`src/s6e_pkg.sv`:
```
// shared types, constants and helper functions for the sparse6 edge stream encoder
// no dependencies; every other file imports this package
package s6e_pkg;

  localparam int VC_W       = 31;  // vertex index / vertex count width
  localparam int K_W        = 5;   // index width code, 0..31
  localparam int OP_W       = 2;
  localparam int CHAR_W     = 7;
  localparam int GROUP_BITS = 6;
  localparam int JOB_BITS   = 64;  // longest bit string of one item: 1 + 31 + 1 + 31
  localparam int NB_W       = 7;   // bit counts up to JOB_BITS + PEND_W
  localparam int PEND_W     = 5;   // leftover bits that do not fill a character
  localparam int PCNT_W     = 3;
  localparam int SREG_W     = JOB_BITS + PEND_W;
  localparam int FIFO_DEPTH = 4;
  localparam int FIFO_AW    = 2;

  localparam logic [OP_W-1:0] OP_START  = 2'd0;
  localparam logic [OP_W-1:0] OP_EDGE   = 2'd1;
  localparam logic [OP_W-1:0] OP_FINISH = 2'd2;

  localparam logic [CHAR_W-1:0] CHAR_BASE  = 7'd63;
  localparam logic [CHAR_W-1:0] CHAR_COLON = 7'd58;
  localparam logic [CHAR_W-1:0] CHAR_MARK  = 7'd126;

  localparam logic [VC_W-1:0] SHORT_LIMIT  = 31'd62;
  localparam logic [VC_W-1:0] MEDIUM_LIMIT = 31'd258047;

  typedef enum logic [1:0] {
    JOB_START,
    JOB_EDGE,
    JOB_FINISH
  } job_kind_t;

  // one classified item: bits are msb aligned, zero below nbits
  typedef struct packed {
    job_kind_t             kind;
    logic [1:0]            marks;
    logic [NB_W-1:0]       nbits;
    logic [JOB_BITS-1:0]   bits;
  } job_t;

  // ceil(log2(vc)), zero for vc of 0 or 1
  function automatic logic [K_W-1:0] index_width(input logic [VC_W-1:0] vc);
    logic [VC_W-1:0] x;
    logic [K_W-1:0]  w;
    x = vc - VC_W'(1);
    w = '0;
    for (int i = 0; i < VC_W; i++) begin
      if (x[i]) w = K_W'(i + 1);
    end
    if (vc == '0) w = '0;
    return w;
  endfunction

endpackage

```
`src/s6e_if.sv`:
```
// valid/ready channel interfaces for the encoder input items and output characters
// depends on s6e_pkg
interface s6e_in_if;
  import s6e_pkg::*;
  logic            valid;
  logic            ready;
  logic [OP_W-1:0] op;
  logic [VC_W-1:0] high_vertex;
  logic [VC_W-1:0] low_vertex;
  modport source (output valid, op, high_vertex, low_vertex, input ready);
  modport sink (input valid, op, high_vertex, low_vertex, output ready);
endinterface

interface s6e_out_if;
  import s6e_pkg::*;
  logic              valid;
  logic              ready;
  logic [CHAR_W-1:0] out_char;
  logic              last;
  modport source (output valid, out_char, last, input ready);
  modport sink (input valid, out_char, last, output ready);
endinterface

```
`src/s6e_front.sv`:
```
// front end: holds the vertex count register, accepts items and turns each into a job
// depends on s6e_pkg and s6e_if
module s6e_front (
  input  logic                      clk,
  input  logic                      rst,
  s6e_in_if.sink                    edges,
  input  logic                      cfg_we,
  input  logic [s6e_pkg::VC_W-1:0]  cfg_data,
  input  logic                      full,
  output logic                      push,
  output s6e_pkg::job_t             job
);
  import s6e_pkg::*;

  logic [VC_W-1:0] vertex_count;
  logic [K_W-1:0]  k;
  logic [VC_W-1:0] current_vertex;

  logic            accept;
  logic [VC_W-1:0] v_al;
  logic [VC_W-1:0] u_al;
  logic [VC_W:0]   cur_inc;
  logic            is_next;
  logic            is_gt;
  logic [JOB_BITS-1:0] u_sh;

  assign edges.ready = !full;
  assign accept      = edges.valid && edges.ready;
  assign push        = accept && (edges.op == OP_START || edges.op == OP_EDGE ||
                                  edges.op == OP_FINISH);

  // index bits left aligned, only the low k bits survive
  assign v_al    = edges.high_vertex << (K_W'(VC_W) - k);
  assign u_al    = edges.low_vertex << (K_W'(VC_W) - k);
  assign cur_inc = {1'b0, current_vertex} + (VC_W+1)'(1);
  assign is_next = {1'b0, edges.high_vertex} == cur_inc;
  assign is_gt   = edges.high_vertex > current_vertex;
  assign u_sh    = {u_al, 33'b0} >> ({1'b0, k} + 6'd2);

  always_comb begin
    job       = '0;
    job.kind  = JOB_FINISH;
    unique case (edges.op)
      OP_START: begin
        job.kind = JOB_START;
        if (vertex_count <= SHORT_LIMIT) begin
          job.marks = 2'd0;
          job.nbits = NB_W'(6);
          job.bits  = {vertex_count[5:0], 58'b0};
        end else if (vertex_count <= MEDIUM_LIMIT) begin
          job.marks = 2'd1;
          job.nbits = NB_W'(18);
          job.bits  = {vertex_count[17:0], 46'b0};
        end else begin
          job.marks = 2'd2;
          job.nbits = NB_W'(36);
          job.bits  = {5'b0, vertex_count, 28'b0};
        end
      end
      OP_EDGE: begin
        job.kind = JOB_EDGE;
        if (is_next) begin
          job.nbits = {2'b0, k} + NB_W'(1);
          job.bits  = {1'b1, u_al, 32'b0};
        end else if (is_gt) begin
          // 1, v, 0, u
          job.nbits = {1'b0, k, 1'b0} + NB_W'(2);
          job.bits  = {1'b1, v_al, 32'b0} | u_sh;
        end else begin
          job.nbits = {2'b0, k} + NB_W'(1);
          job.bits  = {1'b0, u_al, 32'b0};
        end
      end
      OP_FINISH: job.kind = JOB_FINISH;
      default: job.kind = JOB_FINISH;
    endcase
  end

  always_ff @(posedge clk) begin
    if (rst) begin
      vertex_count   <= VC_W'(1);
      k              <= '0;
      current_vertex <= '0;
    end else begin
      if (cfg_we) begin
        vertex_count <= cfg_data;
        k            <= index_width(cfg_data);
      end
      if (accept) begin
        if (edges.op == OP_START) current_vertex <= '0;
        else if (edges.op == OP_EDGE) current_vertex <= edges.high_vertex;
      end
    end
  end

endmodule

```
`src/s6e_fifo.sv`:
```
// short job queue between the front end and the character back end
// depends on s6e_pkg
module s6e_fifo (
  input  logic           clk,
  input  logic           rst,
  input  logic           push,
  input  s6e_pkg::job_t  wdata,
  input  logic           pop,
  output s6e_pkg::job_t  rdata,
  output logic           full,
  output logic           empty
);
  import s6e_pkg::*;

  job_t               entries [FIFO_DEPTH];
  logic [FIFO_AW-1:0] wr_ptr;
  logic [FIFO_AW-1:0] rd_ptr;
  logic [FIFO_AW:0]   count;

  assign full  = count == (FIFO_AW+1)'(FIFO_DEPTH);
  assign empty = count == '0;
  assign rdata = entries[rd_ptr];

  always_ff @(posedge clk) begin
    if (push) entries[wr_ptr] <= wdata;
  end

  always_ff @(posedge clk) begin
    if (rst) begin
      wr_ptr <= '0;
      rd_ptr <= '0;
      count  <= '0;
    end else begin
      if (push) wr_ptr <= wr_ptr + FIFO_AW'(1);
      if (pop) rd_ptr <= rd_ptr + FIFO_AW'(1);
      if (push && !pop) count <= count + (FIFO_AW+1)'(1);
      else if (pop && !push) count <= count - (FIFO_AW+1)'(1);
    end
  end

`ifndef ASSERT_OFF
  a_no_overflow: assert property (@(posedge clk) disable iff (rst)
    count <= (FIFO_AW+1)'(FIFO_DEPTH))
    else $error("job queue count beyond depth");
  a_no_underflow: assert property (@(posedge clk) disable iff (rst)
    pop |-> !empty)
    else $error("job queue popped while empty");
  a_no_push_full: assert property (@(posedge clk) disable iff (rst)
    push |-> !full)
    else $error("job queue pushed while full");
`endif

endmodule

```
`src/s6e_back.sv`:
```
// back end: packs job bits with the leftover bits and sends one character per beat
// depends on s6e_pkg and s6e_if
module s6e_back (
  input  logic           clk,
  input  logic           rst,
  input  s6e_pkg::job_t  job,
  input  logic           empty,
  output logic           pop,
  s6e_out_if.source      chars
);
  import s6e_pkg::*;

  typedef enum logic [1:0] {
    ST_IDLE,
    ST_COLON,
    ST_MARK,
    ST_DATA
  } state_t;

  state_t              st;
  logic [SREG_W-1:0]   sreg;
  logic [NB_W-1:0]     cnt;
  logic [1:0]          marks;
  logic [PEND_W-1:0]   pend_al;   // leftover bits, msb aligned, zero below pend_cnt
  logic [PCNT_W-1:0]   pend_cnt;
  logic                ovalid;
  logic [CHAR_W-1:0]   ochar;
  logic                olast;

  logic                adv;
  logic                load_out;
  logic [SREG_W-1:0]   load_sreg;
  logic [NB_W-1:0]     load_cnt;
  logic [SREG_W-1:0]   shifted;
  logic [NB_W-1:0]     cnt_rem;
  logic [CHAR_W-1:0]   data_char;

  assign adv       = !ovalid || chars.ready;
  assign load_sreg = {pend_al, {JOB_BITS{1'b0}}} | ({job.bits, {PEND_W{1'b0}}} >> pend_cnt);
  assign load_cnt  = {{(NB_W-PCNT_W){1'b0}}, pend_cnt} + job.nbits;
  assign shifted   = sreg << GROUP_BITS;
  assign cnt_rem   = cnt - NB_W'(GROUP_BITS);
  assign data_char = {1'b0, sreg[SREG_W-1 -: GROUP_BITS]} + CHAR_BASE;
  assign pop       = (st == ST_IDLE) && !empty && (job.kind != JOB_FINISH || adv);
  // a new character enters the output register this cycle
  assign load_out  = (st == ST_IDLE) ? (pop && job.kind == JOB_FINISH) : adv;

  assign chars.valid    = ovalid;
  assign chars.out_char = ochar;
  assign chars.last     = olast;

  always_ff @(posedge clk) begin
    if (rst) begin
      st       <= ST_IDLE;
      cnt      <= '0;
      marks    <= '0;
      pend_al  <= '0;
      pend_cnt <= '0;
      ovalid   <= 1'b0;
    end else begin
      ovalid <= load_out || (ovalid && !chars.ready);
      unique case (st)
        ST_IDLE: begin
          if (pop) begin
            unique case (job.kind)
              JOB_START: begin
                // leftover bits are dropped, not flushed
                sreg     <= {job.bits, {PEND_W{1'b0}}};
                cnt      <= job.nbits;
                marks    <= job.marks;
                pend_al  <= '0;
                pend_cnt <= '0;
                st       <= ST_COLON;
              end
              JOB_EDGE: begin
                if (load_cnt < NB_W'(GROUP_BITS)) begin
                  // no full character, just keep the bits
                  pend_al  <= load_sreg[SREG_W-1 -: PEND_W];
                  pend_cnt <= load_cnt[PCNT_W-1:0];
                end else begin
                  sreg <= load_sreg;
                  cnt  <= load_cnt;
                  st   <= ST_DATA;
                end
              end
              JOB_FINISH: begin
                ochar    <= {1'b0, pend_al, 1'b0} + CHAR_BASE;
                olast    <= 1'b1;
                pend_al  <= '0;
                pend_cnt <= '0;
              end
              default: ;
            endcase
          end
        end
        ST_COLON: begin
          if (adv) begin
            ochar  <= CHAR_COLON;
            olast  <= 1'b0;
            st     <= (marks != 2'd0) ? ST_MARK : ST_DATA;
          end
        end
        ST_MARK: begin
          if (adv) begin
            ochar  <= CHAR_MARK;
            olast  <= 1'b0;
            marks  <= marks - 2'd1;
            if (marks == 2'd1) st <= ST_DATA;
          end
        end
        ST_DATA: begin
          if (adv) begin
            ochar  <= data_char;
            sreg   <= shifted;
            cnt    <= cnt_rem;
            if (cnt_rem < NB_W'(GROUP_BITS)) begin
              olast    <= 1'b1;
              pend_al  <= shifted[SREG_W-1 -: PEND_W];
              pend_cnt <= cnt_rem[PCNT_W-1:0];
              st       <= ST_IDLE;
            end else begin
              olast <= 1'b0;
            end
          end
        end
        default: st <= ST_IDLE;
      endcase
    end
  end

`ifndef ASSERT_OFF
  a_pend_range: assert property (@(posedge clk) disable iff (rst)
    pend_cnt <= PCNT_W'(PEND_W))
    else $error("leftover bit count above five");
  a_data_full_group: assert property (@(posedge clk) disable iff (rst)
    st == ST_DATA |-> cnt >= NB_W'(GROUP_BITS))
    else $error("character state entered without a full group");
  a_char_range: assert property (@(posedge clk) disable iff (rst)
    ovalid |-> (ochar >= CHAR_COLON && ochar <= CHAR_MARK))
    else $error("output character outside printable range");
`endif

endmodule

```
`src/sparse6_edge_stream_encoder.sv`:
```
// top level of the sparse6 edge stream encoder
// depends on s6e_pkg, s6e_if, s6e_front, s6e_fifo and s6e_back
//
// Turns start, edge and finish items into sparse6 characters, one character per
// output beat. The front end takes one item per cycle as long as its four-entry job
// queue has room, so input and output stall independently. The back end sends one
// character per cycle while chars.ready is high, none while taking a start or edge
// job. A start sends a colon, 0 to 2 marks, 1, 3 or 6 data chars (short to long);
// an edge 0 to 11, a finish one. Write vertex_count only while the block is idle.
module sparse6_edge_stream_encoder (
  input  logic                      clk,
  input  logic                      rst,
  input  logic                      cfg_we,
  input  logic [s6e_pkg::VC_W-1:0]  cfg_data,
  s6e_in_if.sink                    edges,
  s6e_out_if.source                 chars
);
  import s6e_pkg::*;

  job_t push_job;
  job_t pop_job;
  logic push;
  logic pop;
  logic full;
  logic empty;

  s6e_front u_front (
    .clk      (clk),
    .rst      (rst),
    .edges    (edges),
    .cfg_we   (cfg_we),
    .cfg_data (cfg_data),
    .full     (full),
    .push     (push),
    .job      (push_job)
  );

  s6e_fifo u_fifo (
    .clk   (clk),
    .rst   (rst),
    .push  (push),
    .wdata (push_job),
    .pop   (pop),
    .rdata (pop_job),
    .full  (full),
    .empty (empty)
  );

  s6e_back u_back (
    .clk   (clk),
    .rst   (rst),
    .job   (pop_job),
    .empty (empty),
    .pop   (pop),
    .chars (chars)
  );

endmodule
```
`src/flat_wrapper.sv`:
```
// flat-port wrapper written by rule: the top's interface ports become plain ports
module sparse6_edge_stream_encoder_flat import s6e_pkg::*;
  (clk, rst, cfg_we, cfg_data, edges_valid, edges_op, edges_high_vertex, edges_low_vertex, edges_ready, chars_valid, chars_out_char, chars_last, chars_ready);
  s6e_in_if edges_i ();
  s6e_out_if chars_i ();
  input  logic clk;
  input  logic rst;
  input  logic cfg_we;
  input  logic [s6e_pkg::VC_W-1:0] cfg_data;
  input wire logic [$bits(edges_i.valid)-1:0] edges_valid;
  input wire logic [$bits(edges_i.op)-1:0] edges_op;
  input wire logic [$bits(edges_i.high_vertex)-1:0] edges_high_vertex;
  input wire logic [$bits(edges_i.low_vertex)-1:0] edges_low_vertex;
  output wire logic [$bits(edges_i.ready)-1:0] edges_ready;
  output wire logic [$bits(chars_i.valid)-1:0] chars_valid;
  output wire logic [$bits(chars_i.out_char)-1:0] chars_out_char;
  output wire logic [$bits(chars_i.last)-1:0] chars_last;
  input wire logic [$bits(chars_i.ready)-1:0] chars_ready;
  assign edges_i.valid = edges_valid;
  assign edges_i.op = edges_op;
  assign edges_i.high_vertex = edges_high_vertex;
  assign edges_i.low_vertex = edges_low_vertex;
  assign edges_ready = edges_i.ready;
  assign chars_valid = chars_i.valid;
  assign chars_out_char = chars_i.out_char;
  assign chars_last = chars_i.last;
  assign chars_i.ready = chars_ready;
  sparse6_edge_stream_encoder u_core (.clk(clk), .rst(rst), .cfg_we(cfg_we), .cfg_data(cfg_data), .edges(edges_i), .chars(chars_i));
endmodule
```
`config.mk`:
```
export PLATFORM = sky130hd
export DESIGN_NAME = sparse6_edge_stream_encoder_flat
export DESIGN_NICKNAME = d
export VERILOG_FILES = /design/src/s6e_pkg.sv /design/src/s6e_if.sv /design/src/s6e_front.sv /design/src/s6e_fifo.sv /design/src/s6e_back.sv /design/src/sparse6_edge_stream_encoder.sv /design/src/flat_wrapper.sv
export SDC_FILE = /design/constraint.sdc
export NUM_CORES = 1
export LEC_CHECK = 0
export BUFFER_PORTS_ARGS = -buffer_cell sky130_fd_sc_hd__clkbuf_2
export CORE_MARGIN = 4
export CORE_UTILIZATION = 25
export DETAILED_ROUTE_END_ITERATION = 6
export SYNTH_ARGS = -nofsm -noshare
export SYNTH_HDL_FRONTEND = slang
export SYNTH_SLANG_ARGS = --single-unit
```
`constraint.sdc`:
```
create_clock -name clk -period 11.85 [get_ports clk]
set_clock_uncertainty 0.2 [all_clocks]
set_input_delay 0 -clock clk [delete_from_list [all_inputs] [get_ports clk]]
set_output_delay 0 -clock clk [all_outputs]
set_load 0.03 [all_outputs]
```
== After elaboration in Yosys (flattened, before gate mapping) ==
Memory sizes are Yosys's and may differ from the RTL's. A register that Yosys moved wholly into a read port is not among the register bits.
Cells that the tools add are included.

* Bits in latches: 0
* Memory bits (writable): 300
* Flip-flop bits (word level): 171
* Input bits: 100
* Memories: 1
* Output and inout port bits: 10
* ROM bits: 0
* Logic and storage cells: 202

* Reduce and logical (&&, ||, !) cells: 39
* Equality and inequality tests: 24
* Muxes and demuxes: 96
* Magnitude comparators: 5
* Add/sub/neg operators: 15
* Shift operators: 4
* Div/mod/pow operators: 0
* Multiply operators: 0
* Bitwise gates (word level): 3

{| class="wikitable"
|+ Memories
! memory !! depth !! bits a word !! rd ports !! clocked after Yosys merged registers in !! write ports !! line !! source
|-
| u_core.u_fifo.entries || 4 || 75 || 1 || 1 || 1 || s6e_fifo.sv:15 || <nowiki>job_t entries [FIFO_DEPTH];</nowiki>
|}

{| class="wikitable"
|+ Operators by type and width
! kind !! number
|-
| $pmux W69 S2 || 2
|-
| $mux W69 || 3
|-
| $mux W5 || 35
|-
| $mux W73 || 2
|-
| $mux W71 || 2
|-
| $pmux W71 S2 || 1
|-
| $or A69 B69 Y69 || 1
|-
| $shr A69 B3 Y69 || 1
|-
| $or A64 B64 Y64 || 1
|-
| $shr A64 B6 Y64 || 1
|-
| $mux W31 || 2
|-
| $shl A31 B5 Y31 || 2
|-
| $mux W7 || 8
|-
| $add A31 B1 Y32 const B || 1
|-
| $eq A31 B32 Y1 || 1
|-
| $gt A31 B31 Y1 || 1
|-
| $le A31 B18 Y1 const B || 1
|-
| $le A31 B6 Y1 const B || 1
|-
| $logic_not A31 Y1 || 1
|-
| $sub A31 B1 Y31 const B || 1
|-
| $pmux W7 S2 || 2
|-
| $pmux W7 S4 || 1
|-
| $mux W2 || 13
|-
| $pmux W5 S2 || 2
|-
| 39 further kinds || 100
|}

== Depth between registers and ports, before layout ==
* Depth after elaboration: 33
* Gate-level depth with buffers: 16
* Depth with buffers taken out: 12

== Hierarchy ==
A second synthesis with hierarchy kept.

* Cell total of the unflattened synthesis: 3151
* Area total of the unflattened synthesis: 31870.6 um2

{| class="wikitable"
|+ Modules (own cells, without submodules)
! module !! sequential area each (um2) !! area each (um2) !! cells each !! times used
|-
| s6e_front || 1341.3 || 13076.3 || 1802 || 1
|-
| s6e_fifo || 9188.8 || 11247.0 || 435 || 1
|-
| s6e_back || 2712.6 || 7547.2 || 914 || 1
|}

== Worst setup path after synthesis ==
No wires, ideal clock.

* Kind: flip-flop to flip-flop
* Start point: reg (tool-made name)
* End point: reg u_core.u_back.sreg[0], enable pin
* Stages on the path, launching flop included: 15
* Path buffers: 3
* Data required time: 11.153 ns
* Arrival: 6.583 ns
* Clock period less this slack: 7.279 ns
* Setup slack: 4.571 ns
* Cell sequence: dfxtp_1 > buf_2 > buf_2 > buf_2 > mux4_2 > ha_1 > fa_1 > a21o_1 > and3_1 > o211ai_1 > o41ai_1 > a41oi_1 > nor2b_1 > or2_0 > nor2_1

{| class="wikitable"
|+ RTL lines
! element !! line !! source
|-
| to (signal assigned) || s6e_back.sv:68 || <nowiki>sreg <= {job.bits, {PEND_W{1'b0}}};</nowiki>
|-
| to (signal assigned) || s6e_back.sv:81 || <nowiki>sreg <= load_sreg;</nowiki>
|-
| to (signal assigned) || s6e_back.sv:114 || <nowiki>sreg <= shifted;</nowiki>
|-
| to (decl) || s6e_back.sv:21 || <nowiki>logic [SREG_W-1:0] sreg;</nowiki>
|}

==> metrics <==
latest clock arrival within the worst-skew pair=0.61 ns; Yosys top cell by area=edfxtp_1; CP Class=reg2reg; die outline area=between 100000 and 150000 sq um; sum of buffers and inverters on the critical path=1; pre-CTS setup slack=between 6 and 7 ns; Root Buffer=clkbuf_16; RR Startpoint=u_core.u_front.current_vertex[1]; register area share after synthesis=approximately 42%; Iteration-0 DRC Markers=approximately 3200; Chip Height=about 360 um; Worst EP arrival=between 5 and 6 ns; Cell Chain, Critical Path=ha_1 -> nand4_1 -> nor2_1 -> and2_1 -> xnor2_1 -> nor3_1 -> nor3_1 -> o31a_1 -> buf_4 -> nand3_1 -> a2111oi_0; combinational power share=between 30 and 40%; Total Negative Setup Slacks=0 ns; CP required=around 12 ns; hold path depth=4; std cell rows=between 100 and 150; Max FO, Critical Path=32; Mean Syn Cell Area=10.4 sq um; crit-path leading delay family=simple AND/OR/NAND/NOR gates; register bit count reported by yosys=about 470; Reg clk slew, reported paths=0.07 ns; Power Dens Cells=around 170 nW/um^2; layout cell share with drive strength beyond 1=approximately 16%; Final min period=~5.9 ns; top_reg_cell synth=edfxtp_1; CTS tree=yes; Fin. Hold Viols=0; fraction of registers with async set/reset=0%; Synth top area share=about 36%; crit start category=flop; hpwl dp=71.4 mm; Max Cap Viol=0; final antenna-violating net count=0; outcome=completed; top cells by area, synth=edfxtp_1 36%, mux4_2 9.3%, dfxtp_1 6.2%; Largest stage delay, worst path=between 1 and 1.5 ns; via count=approximately 26000; sequential share of power=between 30% and 40%; # DRC=0; maximum VDD drop=0.112 mV; core area=about 120000 sq um; DR pass1 iterations=6; worst hold path type=in2reg; H-tree Lvls=2; final setup vio count=0; initial antenna violation count=5; Layout area overhead=14.6%; Pwr Total=0.00603 W; Synth Instances=about 3000; PortBufs=~110; largest net degree at the start of global routing=~120; final setup margin=approximately 5.9 ns; NumNets Final=approximately 3200; I/O pins=between 100 and 150; final core occ=28.9%; relative slew slack=approximately 13%; Pint=0.00391 W; Hold Path Origin=edges_high_vertex[30]; Synth Net Count=around 3100; yosys warns=0; FF-to-FF End=u_core.u_fifo.entries[3][13]; per-cell routed wire length=~21 um; cell with the largest stage delay on the worst path=a2111oi_0; CTS Buffer Depth=3; GRT Overall Usage=14.7%; first-pass GRT wire length=152 mm; number of global-route vias before repair=approximately 25000; worst setup path end=u_core.u_fifo.entries[3][13]; Worst-Margin Slew=1.29 ns; crit-path most repeated cell=nor3_1; reg2reg path depth=11; Vias/cell=about 5.4; synth unique cells=between 90 and 100; GR Overflow Total=0; Net Sw Frac=roughly a third; synthesized cell area=between 30000 and 40000 sq um; clock power share=around a quarter; Critical Path Stages=11; Slew Viols, Final=0; CTS sink count=473; Worst Setup SP=u_core.u_front.current_vertex[1]; RSZ-0062 raised after global routing=false; Resized Gates After CTS=0; total CTS buffers=47; WL final=between 90 and 100 mm; Max Clk Rate=169 MHz; Final period util=about 50%; NetSw=~0.0021 W; Fillers=approximately 13000; r2r setup slk=roughly 5.9 ns; Post-synth EDFFs=between 300 and 400; cell leakage power=11.9 nW; Die Width=361 um; CP endpoint kind=flop; gpl congestion=between 1 and 1.5; Initial Util=about a quarter
==> state kept, by name (all words and copies together) (netlist names), named ones only <==
name and count:
u_core.u_fifo.entries 300, u_core.u_back.sreg 69, u_core.u_front.current_vertex 31, u_core.u_front.vertex_count 31, u_core.u_back.chars.out_char 7, u_core.u_back.cnt 7, u_core.u_back.pend_al 5, u_core.u_front.k 5
u_core.u_back.pend_cnt 3, u_core.u_fifo.count 3, u_core.u_back.marks 2, u_core.u_back.st 2, u_core.u_fifo.rd_ptr 2, u_core.u_fifo.wr_ptr 2, u_core.u_back.chars.last 1, u_core.u_back.chars.valid 1
==> area by class of cell <==
cell class              count  area, sq um  share of cell area [%]
well taps                1637         2050                    5.73
flip-flops and latches    473        13300                    37.1
clock buffers              58         1240                    3.46
multi-input cells        2195        16700                    46.7
diodes                      4         10.0                  0.0280
repair buffers            245         1810                    5.07
inverters                  74          278                   0.777
clock inverters            30          390                    1.09
==> stage by stage <==
step / hold WS (ns) / std cells / area (sq um)
5_1_grt: 0.129 / 4712 / 35700
6_report: 0.103 / 4716 / 35800
2_1_floorplan: -0.0776 / 2987 / 31200
3_3_place_gp: 0.111 / 4526 / 33100
3_5_place_dp: 0.112 / 4526 / 33100
4_1_cts: 0.0781 / 4712 / 35700
==> worst register-to-register path: cells and delay by family (launching register included) <==
family | cells | cell delay [ns]
AOI/OAI and AO/OA | 2 | 1.45
adders and majority gates | 1 | 0.34
DFF | 1 | 0.48
buffers and inverters | 1 | 0.35
and+or+nand+nor | 6 | 2.60
xor gates and xnor gates | 1 | 0.13
==> how the worst min path moves through the flow <==
| stage | endpoint | slack (ns) |
|---|---|---|
| 2_1_floorplan | u_core.u_front.vertex_count[0] | -0.08 |
| 3_3_place_gp | u_core.u_front.vertex_count[0] | 0.11 |
| 3_5_place_dp | u_core.u_front.vertex_count[27] | 0.11 |
| 4_1_cts | u_core.u_front.current_vertex[30] | 0.08 |
| 5_1_grt | u_core.u_front.current_vertex[27] | 0.13 |
| 6_report | u_core.u_front.current_vertex[30] | 0.10 |
==> synthesized netlist by cell type, types with 14 or more instances <==
library cell / number
a211oi_1: 34
a21oi_1: 89
a22oi_1: 60
a31oi_1: 34
and2_1: 26
and3_1: 21
and4_1: 15
buf_1: 33
buf_2: 39
clkbuf_1: 163
dfxtp_1: 96
edfxtp_1: 377
ha_1: 54
inv_1: 66
mux2_2: 87
mux2i_1: 175
mux4_2: 129
nand2_1: 272
nand2b_1: 90
nand3_1: 47
nand4_1: 25
nor2_1: 217
nor2b_1: 22
nor3_1: 66
nor4_1: 24
o211ai_1: 100
o21ai_0: 223
o221ai_1: 15
o22ai_1: 14
o31ai_1: 17
or3_1: 17
xnor2_1: 34
xor2_1: 35
==> logic make-up after synthesis <==
group | synth area share [%]
simple gates | 14.2
compound gates | 16.8
flops | 42.4
mux | 18.2
buf+inv | 4.17
xor+xnor | 1.94
fa+ha+maj | 2.29
==> cells in the final DEF, fill, tap and decap left out, types with 87 or more instances in the layout <==
cell and n:
mux2i_1 175, o21ai_0 223, nor2_1 215, nand2b_1 90, dlygate4sd3_1 98, dfxtp_1 88, mux2_2 87, clkbuf_2 108
mux4_2 129, nand2_1 272, a21oi_1 89, edfxtp_1 377, o211ai_1 100
==> routing by layer <==
layer	vias up	track usage (%)	share of wire, %
met5	-	0	0.0070
li1	11600	-	-
met4	2	5.69	4.4
met1	12500	20.7	44
met2	1123	22.7	44
met3	281	2.50	7.6
==> power groups by stage <==
stage / Clock [W] / Sequential [W] / Combinational [W]
floorplan: 0 / 0.00223 / 0.00161
global placement: 0 / 0.00227 / 0.00214
detailed placement: 0 / 0.00228 / 0.00216
CTS: 0.00162 / 0.00224 / 0.00220
global route: 0.00169 / 0.00227 / 0.00242
finish: 0.00159 / 0.00224 / 0.00221
==> timing repair <==
item / in CTS / in global routing
buffers inserted: 0 / 0
endpoints found under the hold margin: 121 / 0
hold buffers: 98 / 0
No activity file was read; power rests on OpenSTA's default activity.
